## config.mk

```make
export PLATFORM = sky130hd
export DESIGN_NAME = peak_rms_bucket_decimator_unit
export DESIGN_NICKNAME = d
export VERILOG_FILES = /design/src/prbd_pkg.sv /design/src/prbd_front.sv /design/src/prbd_queue.sv /design/src/prbd_back.sv /design/src/peak_rms_bucket_decimator_unit.sv
export SDC_FILE = /design/constraint.sdc
export NUM_CORES = 1
export LEC_CHECK = 0
export BUFFER_PORTS_ARGS = -buffer_cell sky130_fd_sc_hd__buf_2
export CORE_ASPECT_RATIO = 1.25
export CORE_MARGIN = 1.5
export CORE_UTILIZATION = 25
export DETAILED_ROUTE_END_ITERATION = 12
export GPL_TIMING_DRIVEN = 0
export SYNTH_ARGS = -nofsm -noshare
export SYNTH_HDL_FRONTEND = slang
export SYNTH_SLANG_ARGS = --single-unit
```

## constraint.sdc

```tcl
create_clock -name clk_i -period 7.8 [get_ports clk_i]
set_input_delay 0.78 -clock clk_i [delete_from_list [all_inputs] [get_ports clk_i]]
set_output_delay 0.78 -clock clk_i [all_outputs]
set_load 0.01 [all_outputs]
```

## src/prbd_pkg.sv

```systemverilog
// prbd_pkg: shared constants and types for the peak/rms bucket decimator
// no dependencies; used by every module of the block by scoped names
package prbd_pkg;

  localparam int SampleBitsDef   = 16;
  localparam int FractionBitsDef = 16;
  localparam int CfgBits         = 32;  // samples_per_bucket register width
  localparam int CntBits         = 17;  // bucket sample count width
  localparam int QueueDepth      = 2;   // closed buckets waiting for the back end
  localparam logic [CfgBits-1:0] CfgResetValue = CfgBits'(32'h0001_0000);

  // queue fill status seen by both sides
  typedef struct packed {
    logic full;
    logic empty;
  } q_status_t;

endpackage

```

## src/prbd_front.sv

```systemverilog
// prbd_front: accepts samples, tracks peak, energy, count and bucket phase
// depends on prbd_pkg; pushes each closed bucket into prbd_queue
module prbd_front #(
  parameter int SAMPLE_BITS   = prbd_pkg::SampleBitsDef,
  parameter int FRACTION_BITS = prbd_pkg::FractionBitsDef,
  parameter int EnergyBits    = 2 * SAMPLE_BITS + prbd_pkg::CntBits - 2
) (
  input  logic                                 clk_i,
  input  logic                                 rst_ni,
  input  logic                                 cfg_we_i,
  input  logic [prbd_pkg::CfgBits-1:0]         cfg_data_i,
  input  logic                                 in_valid_i,
  output logic                                 in_stall_o,
  input  logic signed [SAMPLE_BITS-1:0]        audio_sample_i,
  input  logic                                 end_of_stream_i,
  input  prbd_pkg::q_status_t                  q_stat_i,
  output logic                                 push_o,
  output logic [SAMPLE_BITS-1:0]               push_peak_o,
  output logic [EnergyBits-1:0]                push_energy_o,
  output logic [prbd_pkg::CntBits-1:0]         push_count_o,
  output logic                                 push_final_o
);

  localparam int PhaseBits = prbd_pkg::CfgBits + 1;
  localparam logic [PhaseBits-1:0] PhaseOne = PhaseBits'(64'd1 << FRACTION_BITS);

  logic [prbd_pkg::CfgBits-1:0] cfg_q;
  logic [SAMPLE_BITS-1:0]       peak_q, peak_d;
  logic [EnergyBits-1:0]        energy_q, energy_d;
  logic [prbd_pkg::CntBits-1:0] count_q, count_d;
  logic [PhaseBits-1:0]         phase_q, phase_d;

  logic                         accept;
  logic [SAMPLE_BITS-1:0]       mag;
  logic [2*SAMPLE_BITS-1:0]     sq;
  logic [EnergyBits:0]          esum;
  logic [PhaseBits-1:0]         size, phase_sum;
  logic                         reached, close;

  assign in_stall_o = q_stat_i.full;
  assign accept     = in_valid_i && !in_stall_o;

  always_comb begin
    // most negative sample wraps to its true magnitude as unsigned
    mag = audio_sample_i[SAMPLE_BITS-1] ? (~audio_sample_i + 1'b1) : audio_sample_i;
    sq  = (2*SAMPLE_BITS)'(mag) * (2*SAMPLE_BITS)'(mag);

    peak_d = (mag > peak_q) ? mag : peak_q;
    esum   = {1'b0, energy_q} + (EnergyBits+1)'(sq);
    energy_d = esum[EnergyBits] ? '1 : esum[EnergyBits-1:0];
    count_d  = (&count_q) ? count_q : count_q + 1'b1;

    // sizes below 1.0 act as 1.0
    size = (cfg_q < PhaseOne[prbd_pkg::CfgBits-1:0]) ? PhaseOne : {1'b0, cfg_q};
    phase_sum = phase_q + PhaseOne;
    reached   = (phase_sum >= size);
    close     = reached || end_of_stream_i;

    if (end_of_stream_i) begin
      phase_d = '0;
    end else if (reached) begin
      phase_d = phase_sum - size;
    end else begin
      phase_d = phase_sum;
    end
  end

  assign push_o        = accept && close;
  assign push_peak_o   = peak_d;
  assign push_energy_o = energy_d;
  assign push_count_o  = count_d;
  assign push_final_o  = end_of_stream_i;

  always_ff @(posedge clk_i or negedge rst_ni) begin
    if (!rst_ni) begin
      cfg_q    <= prbd_pkg::CfgResetValue;
      peak_q   <= '0;
      energy_q <= '0;
      count_q  <= '0;
      phase_q  <= '0;
    end else begin
      if (cfg_we_i) begin
        cfg_q <= cfg_data_i;
      end
      if (accept) begin
        phase_q <= phase_d;
        if (close) begin
          peak_q   <= '0;
          energy_q <= '0;
          count_q  <= '0;
        end else begin
          peak_q   <= peak_d;
          energy_q <= energy_d;
          count_q  <= count_d;
        end
      end
    end
  end

endmodule

```

## src/prbd_queue.sv

```systemverilog
// prbd_queue: short fifo of closed buckets between front and back end
// depends on prbd_pkg for depth and the status struct
module prbd_queue #(
  parameter int Width = 8
) (
  input  logic                clk_i,
  input  logic                rst_ni,
  input  logic                push_i,
  input  logic [Width-1:0]    push_data_i,
  input  logic                pop_i,
  output logic [Width-1:0]    pop_data_o,
  output prbd_pkg::q_status_t stat_o
);

  localparam int Depth = prbd_pkg::QueueDepth;
  localparam int PtrW  = $clog2(Depth);
  localparam int CntW  = $clog2(Depth + 1);
  localparam logic [PtrW-1:0] LastPtr = PtrW'(Depth - 1);

  logic [Width-1:0] mem_q [Depth];
  logic [PtrW-1:0]  wr_ptr_q, rd_ptr_q;
  logic [CntW-1:0]  cnt_q;

  assign stat_o.full  = (cnt_q == CntW'(Depth));
  assign stat_o.empty = (cnt_q == '0);
  assign pop_data_o   = mem_q[rd_ptr_q];

  always_ff @(posedge clk_i) begin
    if (push_i) begin
      mem_q[wr_ptr_q] <= push_data_i;
    end
  end

  always_ff @(posedge clk_i or negedge rst_ni) begin
    if (!rst_ni) begin
      wr_ptr_q <= '0;
      rd_ptr_q <= '0;
      cnt_q    <= '0;
    end else begin
      if (push_i) begin
        wr_ptr_q <= (wr_ptr_q == LastPtr) ? '0 : wr_ptr_q + 1'b1;
      end
      if (pop_i) begin
        rd_ptr_q <= (rd_ptr_q == LastPtr) ? '0 : rd_ptr_q + 1'b1;
      end
      if (push_i && !pop_i) begin
        cnt_q <= cnt_q + 1'b1;
      end else if (pop_i && !push_i) begin
        cnt_q <= cnt_q - 1'b1;
      end
    end
  end

endmodule

```

## src/prbd_back.sv

```systemverilog
// prbd_back: per bucket restoring divide energy/count, then digit-by-digit sqrt
// depends on prbd_pkg; pops from prbd_queue and holds the output beat
module prbd_back #(
  parameter int SAMPLE_BITS = prbd_pkg::SampleBitsDef,
  parameter int EnergyBits  = 2 * SAMPLE_BITS + prbd_pkg::CntBits - 2
) (
  input  logic                         clk_i,
  input  logic                         rst_ni,
  input  prbd_pkg::q_status_t          q_stat_i,
  output logic                         pop_o,
  input  logic [SAMPLE_BITS-1:0]       pop_peak_i,
  input  logic [EnergyBits-1:0]        pop_energy_i,
  input  logic [prbd_pkg::CntBits-1:0] pop_count_i,
  input  logic                         pop_final_i,
  output logic                         out_valid_o,
  input  logic                         out_stall_i,
  output logic [SAMPLE_BITS-1:0]       peak_level_o,
  output logic [SAMPLE_BITS-1:0]       rms_level_o,
  output logic                         final_bucket_o
);

  localparam int CW   = prbd_pkg::CntBits;
  localparam int StpW = $clog2(EnergyBits);
  localparam int RemW = SAMPLE_BITS + 3;

  typedef enum logic [1:0] {
    StIdle,
    StDiv,
    StSqrt,
    StDone
  } state_e;

  state_e                 state_q;
  logic [StpW-1:0]        step_q;
  logic [EnergyBits-1:0]  dq_q;     // dividend shifting out, quotient shifting in
  logic [CW-1:0]          div_q;
  logic [CW-1:0]          rem_q;
  logic [2*SAMPLE_BITS-1:0] op_q;
  logic [SAMPLE_BITS:0]   sr_q;
  logic [SAMPLE_BITS-1:0] root_q;

  logic [CW:0]            dv_shift;
  logic                   dv_ge;
  logic [CW:0]            dv_rem;
  logic [EnergyBits-1:0]  dq_d;
  logic [RemW-1:0]        sq_rem, sq_trial, sq_diff;
  logic                   sq_ge;

  assign pop_o = (state_q == StIdle) && !q_stat_i.empty;

  always_comb begin
    dv_shift = {rem_q, dq_q[EnergyBits-1]};
    dv_ge    = (dv_shift >= {1'b0, div_q});
    dv_rem   = dv_ge ? (dv_shift - {1'b0, div_q}) : dv_shift;
    dq_d     = {dq_q[EnergyBits-2:0], dv_ge};

    sq_rem   = {sr_q, op_q[2*SAMPLE_BITS-1 -: 2]};
    sq_trial = {1'b0, root_q, 2'b01};
    sq_ge    = (sq_rem >= sq_trial);
    sq_diff  = sq_rem - sq_trial;
  end

  always_ff @(posedge clk_i or negedge rst_ni) begin
    if (!rst_ni) begin
      state_q        <= StIdle;
      step_q         <= '0;
      out_valid_o    <= 1'b0;
      dq_q           <= '0;
      div_q          <= '0;
      rem_q          <= '0;
      op_q           <= '0;
      sr_q           <= '0;
      root_q         <= '0;
      peak_level_o   <= '0;
      rms_level_o    <= '0;
      final_bucket_o <= 1'b0;
    end else begin
      case (state_q)
        StIdle: begin
          if (!q_stat_i.empty) begin
            dq_q           <= pop_energy_i;
            div_q          <= pop_count_i;
            rem_q          <= '0;
            peak_level_o   <= pop_peak_i;
            final_bucket_o <= pop_final_i;
            step_q         <= StpW'(EnergyBits - 1);
            state_q        <= StDiv;
          end
        end
        StDiv: begin
          dq_q  <= dq_d;
          rem_q <= dv_rem[CW-1:0];
          if (step_q == '0) begin
            // quotient fits in twice the sample width, so low bits suffice
            op_q    <= dq_d[2*SAMPLE_BITS-1:0];
            sr_q    <= '0;
            root_q  <= '0;
            step_q  <= StpW'(SAMPLE_BITS - 1);
            state_q <= StSqrt;
          end else begin
            step_q <= step_q - 1'b1;
          end
        end
        StSqrt: begin
          op_q <= {op_q[2*SAMPLE_BITS-3:0], 2'b00};
          if (sq_ge) begin
            sr_q   <= sq_diff[SAMPLE_BITS:0];
            root_q <= {root_q[SAMPLE_BITS-2:0], 1'b1};
          end else begin
            sr_q   <= sq_rem[SAMPLE_BITS:0];
            root_q <= {root_q[SAMPLE_BITS-2:0], 1'b0};
          end
          if (step_q == '0) begin
            rms_level_o <= sq_ge ? {root_q[SAMPLE_BITS-2:0], 1'b1}
                                 : {root_q[SAMPLE_BITS-2:0], 1'b0};
            out_valid_o <= 1'b1;
            state_q     <= StDone;
          end else begin
            step_q <= step_q - 1'b1;
          end
        end
        StDone: begin
          if (!out_stall_i) begin
            out_valid_o <= 1'b0;
            state_q     <= StIdle;
          end
        end
        default: begin
          state_q     <= StIdle;
          out_valid_o <= 1'b0;
        end
      endcase
    end
  end

endmodule

```

## src/peak_rms_bucket_decimator_unit.sv

```systemverilog
// peak_rms_bucket_decimator_unit: top level, front end, bucket queue, back end
// depends on prbd_pkg, prbd_front, prbd_queue, prbd_back
//
//   channel   direction  handshake                  payload
//   config    in         samples_per_bucket_we_i    samples_per_bucket_i
//   samples   in         in_valid_i / in_stall_o    audio_sample_i, end_of_stream_i
//   levels    out        out_valid_o / out_stall_i  peak_level_o, rms_level_o,
//                                                   final_bucket_o
//
// a sample that closes no bucket is handled by the front end alone; a closed bucket
// is worked off in the back end by the bit-serial divide and the two-bit-per-cycle
// square root, and the next bucket is taken only once its level beat is accepted
// the bucket queue holds two closed buckets; samples stall only when it is full
// reset is asynchronous active low and clears bucket state, phase and queue
module peak_rms_bucket_decimator_unit #(
  parameter int SAMPLE_BITS   = prbd_pkg::SampleBitsDef,
  parameter int FRACTION_BITS = prbd_pkg::FractionBitsDef
) (
  input  logic                         clk_i,
  input  logic                         rst_ni,
  input  logic                         samples_per_bucket_we_i,
  input  logic [prbd_pkg::CfgBits-1:0] samples_per_bucket_i,
  input  logic                         in_valid_i,
  output logic                         in_stall_o,
  input  logic signed [SAMPLE_BITS-1:0] audio_sample_i,
  input  logic                         end_of_stream_i,
  output logic                         out_valid_o,
  input  logic                         out_stall_i,
  output logic [SAMPLE_BITS-1:0]       peak_level_o,
  output logic [SAMPLE_BITS-1:0]       rms_level_o,
  output logic                         final_bucket_o
);

  localparam int EnergyBits = 2 * SAMPLE_BITS + prbd_pkg::CntBits - 2;
  localparam int QW = SAMPLE_BITS + EnergyBits + prbd_pkg::CntBits + 1;

  prbd_pkg::q_status_t          q_stat;
  logic                         q_push, q_pop;
  logic [SAMPLE_BITS-1:0]       push_peak, pop_peak;
  logic [EnergyBits-1:0]        push_energy, pop_energy;
  logic [prbd_pkg::CntBits-1:0] push_count, pop_count;
  logic                         push_final, pop_final;
  logic [QW-1:0]                pop_data;

  prbd_front #(
    .SAMPLE_BITS  (SAMPLE_BITS),
    .FRACTION_BITS(FRACTION_BITS),
    .EnergyBits   (EnergyBits)
  ) u_front (
    .clk_i          (clk_i),
    .rst_ni         (rst_ni),
    .cfg_we_i       (samples_per_bucket_we_i),
    .cfg_data_i     (samples_per_bucket_i),
    .in_valid_i     (in_valid_i),
    .in_stall_o     (in_stall_o),
    .audio_sample_i (audio_sample_i),
    .end_of_stream_i(end_of_stream_i),
    .q_stat_i       (q_stat),
    .push_o         (q_push),
    .push_peak_o    (push_peak),
    .push_energy_o  (push_energy),
    .push_count_o   (push_count),
    .push_final_o   (push_final)
  );

  prbd_queue #(
    .Width(QW)
  ) u_queue (
    .clk_i      (clk_i),
    .rst_ni     (rst_ni),
    .push_i     (q_push),
    .push_data_i({push_peak, push_energy, push_count, push_final}),
    .pop_i      (q_pop),
    .pop_data_o (pop_data),
    .stat_o     (q_stat)
  );

  assign {pop_peak, pop_energy, pop_count, pop_final} = pop_data;

  prbd_back #(
    .SAMPLE_BITS(SAMPLE_BITS),
    .EnergyBits (EnergyBits)
  ) u_back (
    .clk_i         (clk_i),
    .rst_ni        (rst_ni),
    .q_stat_i      (q_stat),
    .pop_o         (q_pop),
    .pop_peak_i    (pop_peak),
    .pop_energy_i  (pop_energy),
    .pop_count_i   (pop_count),
    .pop_final_i   (pop_final),
    .out_valid_o   (out_valid_o),
    .out_stall_i   (out_stall_i),
    .peak_level_o  (peak_level_o),
    .rms_level_o   (rms_level_o),
    .final_bucket_o(final_bucket_o)
  );

  // never push into a full queue
  a_no_overflow: assert property (@(posedge clk_i) disable iff (!rst_ni)
    !(q_push && q_stat.full))
    else $error("bucket pushed into full queue");

  // a bucket closes only on an accepted sample
  a_push_on_beat: assert property (@(posedge clk_i) disable iff (!rst_ni)
    q_push |-> (in_valid_i && !in_stall_o))
    else $error("bucket closed without an accepted beat");

  // rms of a bucket can never exceed its peak
  a_rms_le_peak: assert property (@(posedge clk_i) disable iff (!rst_ni)
    out_valid_o |-> (rms_level_o <= peak_level_o))
    else $error("rms level above peak level");

  // back end only takes a bucket that is there
  a_no_underflow: assert property (@(posedge clk_i) disable iff (!rst_ni)
    q_pop |-> !q_stat.empty)
    else $error("pop from empty queue");

endmodule

```

==> flow_summary.toml, run 1 <==
[yosys]
synth_compound_area_share_pct = 13.8
yosys.area_share.simple_pct = 11.2
syn_inst = 3384
ys_types = 93
ys_ff_latch = 499
synth_mux_area_share_pct = 5.63
syn_avg_cell_area_um2 = 9.91
ys_seq_area_share_pct = 39.7
synthesis.area_mm2 = 0.0335
synth_edf_count = 162
synth-adder-area-share_pct = 19.2
yosys-top-cells-count = "inv_1, nand2_1, dfrtp_1"
ys_warn_count = 0
synth.top_cell.area_share_pct = 25.1
synth_xor_area_share_pct = 3.45
postSynth.asyncResetShare_pct = 67.5
synthTopCellsByArea = "dfrtp_1, edfxtp_1, fa_1, ha_1, inv_1"
synth.most_common_cell = "inv_1"
synthFlopType = "dfrtp_1"
synth_top_family_by_area = "adder cells"
synth_top_area_cell = "dfrtp_1"

[sta]
fmax_mhz = 123
tns_ps = -33280
tightestPinTransition_ps = 1100
rsz0062_at_grt = "true"
fin_crit_ps = 8140
hold_viol = 0
setup_viol = 141
finClkSkew_ps = 39.8
timing.final.crit_share_pct = 104
setup_ws_ps = -336
final_max_slew_viol_count = 0
max_slew_margin_pct = 26.5

[grt]
grt_pass1_vias = 26188
grt_max_degree = 98
grt_pass1_wl_um = 141000
grt_antenna_before_repair = 1
track_usage_pct = 12.8
grt_overflow = 0

[placed_design]
io_buffers = 87
dpl_cell_area_mm2 = 0.0370
routabilityCongestion = 0.875
hpwl_um = 66200
dp_slack_ps = -2610

[floorplan]
core-area_mm2 = 0.133
die_area_mm2 = 0.136
io_pins = 89
start_util_pct = 25.1
die_width_um = 331
die_y_um = 412
num_rows = 150

[clock_tree]
clock_latency_ps = 660
cts_tree = "done"
cts-root-buf = "clkbuf_16"
clkTransAtPathRegs_ps = 60
cts_buffers = 58
clockBufferDepth = 3
cts_sinks = 499
h-tree-depth = 2

[worst_setup_path]
r2r_start = "u_front.energy_q[8]"
worstPathRequired_ps = 8320
crit_type = "in2reg"
rrSetupSlack_ps = 2400
worst_path_most_repeated_cell = "fa_1"
worst_r2r_endpoint = "u_queue.mem_q[0][64]"
cp-start-kind = "input port"
max_stage_delay_ps = 520
rr_worst_depth = 21
crit_arrival_ps = 8660
worstPathMaxFanout = 7
critPathSlowestCell = "fa_1"
end_kind = "flip-flop"

[run_status]
violations = "negative setup slack"
status = "complete, but fails checks"

[final_layout]
multi_input_area_mm2 = 0.0191
areaGrowthSynthToFinish_pct = 20.9
n_antenna_cell = 0
nFillCells = 13653
ff_latch_area_mm2 = 0.0133
fin_nets = 4072
fin_area_mm2 = 0.0405
drive_above_1_share_pct = 14.8
final_core_util_pct = 30.4

[route]
num_vias = 24953
first_pass_iters = 5
finalWirelength_um = 87300
vias_per_cell = 4.61
wl_per_cell_um = 16.1
drt_iter0_markers = 1545
antenna_left = 0
drc_errors = 0

[job]
cap_violations = 0

[worst_hold_path]
hp-class = "in2async"
-- logic make-up (layout without fill, tap and decap cells) --
| kind of cell | after synthesis | count (layout) |
|---|---|---|
| simple gates | 840 | 840 |
| compound gates | 734 | 734 |
| buf+inv | 598 | 875 |
| flops | 499 | 499 |
| fa+ha+maj | 397 | 397 |
| mux | 185 | 185 |
| xor+xnor | 129 | 129 |
| other cells | 2 | 11 |
-- flip-flops by register name, indices dropped and copies added (netlist names) --
| signal | cells |
|---|---|
| u_back.div_q | 17 |
| u_back.dq_q | 47 |
| u_back.final_bucket_o | 1 |
| u_back.op_q | 32 |
| u_back.out_valid_o | 1 |
| u_back.peak_level_o | 16 |
| u_back.rem_q | 17 |
| u_back.rms_level_o | 16 |
| u_back.root_q | 16 |
| u_back.sr_q | 17 |
| u_back.state_q | 2 |
| u_back.step_q | 6 |
| u_front.cfg_q | 32 |
| u_front.count_q | 17 |
| u_front.energy_q | 47 |
| u_front.peak_q | 16 |
| u_front.phase_q | 33 |
| u_queue.cnt_q | 2 |
| u_queue.mem_q | 162 |
| u_queue.rd_ptr_q | 1 |
| u_queue.wr_ptr_q | 1 |
-- critical path: cells and delay by family --
family / cells / cell delay, ps
fa+ha+maj: 7 / 3210
buf+inv: 13 / 1460
mux: 1 / 160
simple gates: 8 / 1910
xor+xnor: 1 / 250
compound gates: 4 / 850
-- layout by cell type (no fill, tap or decap), types with 12 or more instances in the layout --
master | netlist | routed
inv_1 | 450 | 435
nand2_1 | 430 | 394
dfrtp_1 | 336 | 336
o21ai_0 | 291 | 271
ha_1 | 200 | 186
fa_1 | 197 | 185
nor2_1 | 175 | 162
edfxtp_1 | 162 | 162
mux2i_1 | 158 | 158
a21oi_1 | 134 | 125
clkbuf_1 | 94 | 98
buf_2 | 17 | 95
a22o_1 | 69 | 69
xnor2_1 | 69 | 64
clkbuf_16 | 0 | 61
buf_4 | 6 | 58
a21o_1 | 57 | 57
xor2_1 | 58 | 49
nor3_1 | 36 | 34
nand4_1 | 29 | 29
nand3_1 | 34 | 28
nand2_2 | 7 | 25
mux2_2 | 26 | 24
buf_6 | 7 | 23
o21a_1 | 21 | 21
o211ai_1 | 19 | 19
nand2b_1 | 22 | 18
inv_2 | 6 | 18
o21ai_1 | 11 | 16
and3_1 | 15 | 15
a31oi_1 | 17 | 15
nor2b_1 | 14 | 14
ha_4 | 0 | 14
a211oi_1 | 14 | 13
or3_1 | 16 | 13
nand2_8 | 0 | 12
o31ai_1 | 16 | 12
fa_2 | 0 | 12
-- what timing repair did --
action,4_1_cts,5_1_grt
buffers inserted,56,14
endpoints found under the setup margin,141,141
hold buffers,0,0
gates resized for setup,122,44
gates cloned,1,2
pin swaps,68,19
-- layout make-up --
type	instances	share of cell area, %
Clock inverter	36	1.04
Sequential cell	499	32.8
Multi-Input combinational cell	2296	47.2
Timing Repair Buffer	168	3.45
Clock buffer	73	3.87
Buffer	136	1.83
Tap cell	1748	5.40
Inverter	462	4.38
-- per-stage QoR --
stage,instances,hold WS [ps]
after CTS,5402,108
after global routing,5418,133
after floorplan,3393,450
final,5418,98.2
after global placement,5228,460
after detailed placement,5236,466
-- worst max path at each step --
| stage | cells after the start | from | to |
|---|---|---|---|
| 6_report | 34 | audio_sample_i[4] | u_queue.mem_q[0][64] |
| 3_5_place_dp | 33 | audio_sample_i[0] | u_queue.mem_q[1][50] |
| 2_1_floorplan | 30 | audio_sample_i[4] | u_front.energy_q[41] |
| 3_3_place_gp | 33 | audio_sample_i[0] | u_queue.mem_q[0][50] |
| 5_1_grt | 33 | audio_sample_i[4] | u_front.energy_q[32] |
| 4_1_cts | 33 | audio_sample_i[4] | u_front.energy_q[32] |
-- metal layers --
| layer | global-route usage (%) | routed length, um | vias up |
|---|---|---|---|
| met5 | 0 | 0 | - |
| met4 | 5.90 | 4160 | 0 |
| met3 | 1.65 | 2990 | 202 |
| met2 | 22.8 | 43700 | 520 |
| met1 | 15.3 | 36400 | 12297 |
| li1 | - | - | 11934 |
Power of run 1 is not shown: default switching activity piles up to over one toggle a cycle in this logic, so the estimate is an artifact.
==> run 2, diff against run 1 <==
--- a/config.mk
+++ b/config.mk
@@ -13,4 +13,5 @@
 export GPL_TIMING_DRIVEN = 0
 export SYNTH_ARGS = -nofsm -noshare
 export SYNTH_HDL_FRONTEND = slang
+export SYNTH_HIERARCHICAL = 1
 export SYNTH_SLANG_ARGS = --single-unit
==> constraint.sdc (replaced) <==
create_clock -name clk_i -period 8.2 [get_ports clk_i]
set_input_delay 0.82 -clock clk_i [delete_from_list [all_inputs] [get_ports clk_i]]
set_output_delay 0.82 -clock clk_i [all_outputs]
set_load 0.01 [all_outputs]
==> run 2 against run 1 <==
Against the previous run:
- the run now ends clean
- via count increased by 1.0%
- final cell count is 1.6% higher
- sequential share of layout area shrank 0.31 points
- critical endpoint is now u_front/energy_q[9]
==> flow_summary.toml, run 2 <==
[clock_tree]
h-tree-depth = 2
clock_latency_ps = 650
cts_hold_buf = 0
clkTransAtPathRegs_ps = 60
cts_sinks = 499
cts_tree = "done"
cts-root-buf = "clkbuf_16"
clockBufferDepth = 3
cts_buffers = 56

[route]
drc_errors = 0
drt_iter0_markers = 1528
vias_per_cell = 4.58
antenna_left = 0
num_vias = 25215
finalWirelength_um = 87700
first_pass_iters = 5
wl_per_cell_um = 15.9

[sta]
max_slew_margin_pct = 20.1
holdWs_ps = 108
timing.final.crit_share_pct = 97.3
fmax_mhz = 125
finClkSkew_ps = 33.4
fin_crit_ps = 7980
final_max_slew_viol_count = 0
setup_viol = 0
hold_viol = 0
setup_ws_ps = 221
tightestPinTransition_ps = 1170

[worst_setup_path]
cp_top_family = "adder cells"
crit_type = "in2reg"
crit_buf_inv = 12
critPathSlowestCell = "or4_4"
worst_r2r_endpoint = "u_queue/mem_q[0][21]"
rr_worst_depth = 18
rrSetupSlack_ps = 2040
end_kind = "flip-flop"
worstPathRequired_ps = 8720
worstPathMaxFanout = 10
crit_arrival_ps = 8500
worst_path_most_repeated_cell = "inv_1"
max_stage_delay_ps = 570
cp-start-kind = "input port"
r2r_start = "u_front/cfg_q[28]"

[yosys]
synth.top_cell.area_share_pct = 24.4
synth.most_common_cell = "inv_1"
ys_types = 93
syn_inst = 3394
synthTopCellsByArea = "dfrtp_1, edfxtp_1, fa_1, ha_1, inv_1"
ys_warn_count = 6
syn_avg_cell_area_um2 = 10.2
postSynth.asyncResetShare_pct = 67.5
synthFlopType = "dfrtp_1"
synth_top_area_cell = "dfrtp_1"
yosys-top-cells-count = "inv_1, nand2_1, dfrtp_1"
synth_edf_count = 162
ys_seq_area_share_pct = 38.5
ys_ff_latch = 499
synthesis.area_mm2 = 0.0345

[placed_design]
io_buffers = 87
placed_cells_incl_taps = 5344
dpl_cell_area_mm2 = 0.0376
dp_slack_ps = -3010
routabilityCongestion = 0.880
hpwl_um = 65800

[final_layout]
drive_above_1_share_pct = 15.5
areaGrowthSynthToFinish_pct = 18.5
ff_latch_area_mm2 = 0.0133
largest_reg_flops = 162
fin_area_mm2 = 0.0409
largestRegisters = "u_queue/mem_q (162), u_back/dq_q (47), u_front/energy_q (47)"
nFillCells = 14135
final_cell_mix = "inv_1, nand2_1, dfrtp_1, o21ai_0, fa_1"
regMostFlops = "u_queue/mem_q"
fin_nets = 4057
fin_cells = 5504
multi_input_area_mm2 = 0.0194
layout_commonest_cell = "inv_1"

[floorplan]
io_pins = 89
die_area_mm2 = 0.140
start_util_pct = 25.2
die_width_um = 335
core-area_mm2 = 0.137
num_rows = 152
die_y_um = 418

[job]
cap_violations = 0

[grt]
grt_pass1_wl_um = 139000
track_usage_pct = 12.3
grt_pass1_vias = 25658
grt_overflow = 0
grt_max_degree = 109
grt_antenna_before_repair = 2

[worst_hold_path]
hp-class = "in2async"

[run_status]
status = "complete, no violations"
==> run 2: cell count changes after synthesis, sizes merged, moves of 15 or more <==
cell	before	now
a21oi	136	102
nand2	438	376
mux2i	159	55
mux2	26	121
nand3	35	69
a22o	69	84
a2bb2oi	1	30
a22oi	8	32
nor2	176	153
o21ai	305	264
a21boi	6	35
==> run 2: what timing repair did <==
action                     4_1_cts  5_1_grt
gates resized for setup         58      123
buffers inserted                20       34
pin swaps                       16       62
cloned                           1        5
setup endpoints to repair      141      135
==> run 2: area by class of cell <==
cell class | instances | area share [%]
Clock inverter | 37 | 1.12
Sequential cell | 499 | 32.5
Clock buffer | 68 | 3.69
Antenna cell | 1 | 0.00612
Inverter | 469 | 4.41
Buffer | 146 | 2.24
Timing Repair Buffer | 151 | 2.93
Tap cell | 1848 | 5.65
Multi-Input combinational cell | 2283 | 47.4
Timing Repair inverter | 2 | 0.0336
==> run 2: metrics by stage <==
stage | setup TNS (ps) | utilization, %
finish | 0 | 29.8
global route | -105 | 29.8
CTS | 0 | 29.2
detailed placement | -372310 | 27.5
global placement | -898120 | 27.3
floorplan | 0 | -
==> run 2: worst max-delay path by stage <==
stage	from	endpoint	slack [ps]	cells past startpoint
floorplan	audio_sample_i[6]	u_front/energy_q[25]	0.8	30
global placement	audio_sample_i[0]	u_queue/mem_q[0][64]	-3020	30
detailed placement	audio_sample_i[0]	u_queue/mem_q[1][64]	-3010	30
CTS	audio_sample_i[4]	u_queue/mem_q[1][64]	3	30
global route	audio_sample_i[6]	u_front/energy_q[9]	-20	33
finish	audio_sample_i[6]	u_front/energy_q[9]	220	34
==> run 2: cell families (layout without fill, tap and decap cells) <==
| logic type | Yosys count | after routing | share of synthesized area, % |
|---|---|---|---|
| buffers and inverters | 621 | 873 | 7.36 |
| xor gates and xnor gates | 127 | 127 | 3.27 |
| other | 2 | 12 | 0.0218 |
| muxes | 176 | 176 | 6.40 |
| AOI/OAI and AO/OA | 770 | 770 | 15.0 |
| DFF | 499 | 499 | 38.5 |
| and+or+nand+nor | 804 | 804 | 10.9 |
| adders and majority gates | 395 | 395 | 18.6 |
==> run 2: worst register-to-register path, cell delays in order, from the launching register on <==
cell and delay [ps]:
dfrtp_1 380, nor4_1 450, nand4_1 520, clkbuf_1 390, nand2_1 140, ha_1 220, nand2_1 120, nor3_1 270
o21ai_0 160, o21ai_2 330, a21oi_2 190, o22ai_2 390, or2_1 170, buf_2 200, nand2_1 160, inv_1 370
nor2b_4 830, buf_12 310, buf_12 230
==> run 2: routing by layer <==
layer	GRT usage, %	up-vias	wire (um)
li1	-	12064	-
met1	15.7	12540	38900
met2	21.7	465	43600
met3	1.44	144	2730
met4	3.66	2	2520
met5	0	-	12
Power of run 2 is left out for the same reason.
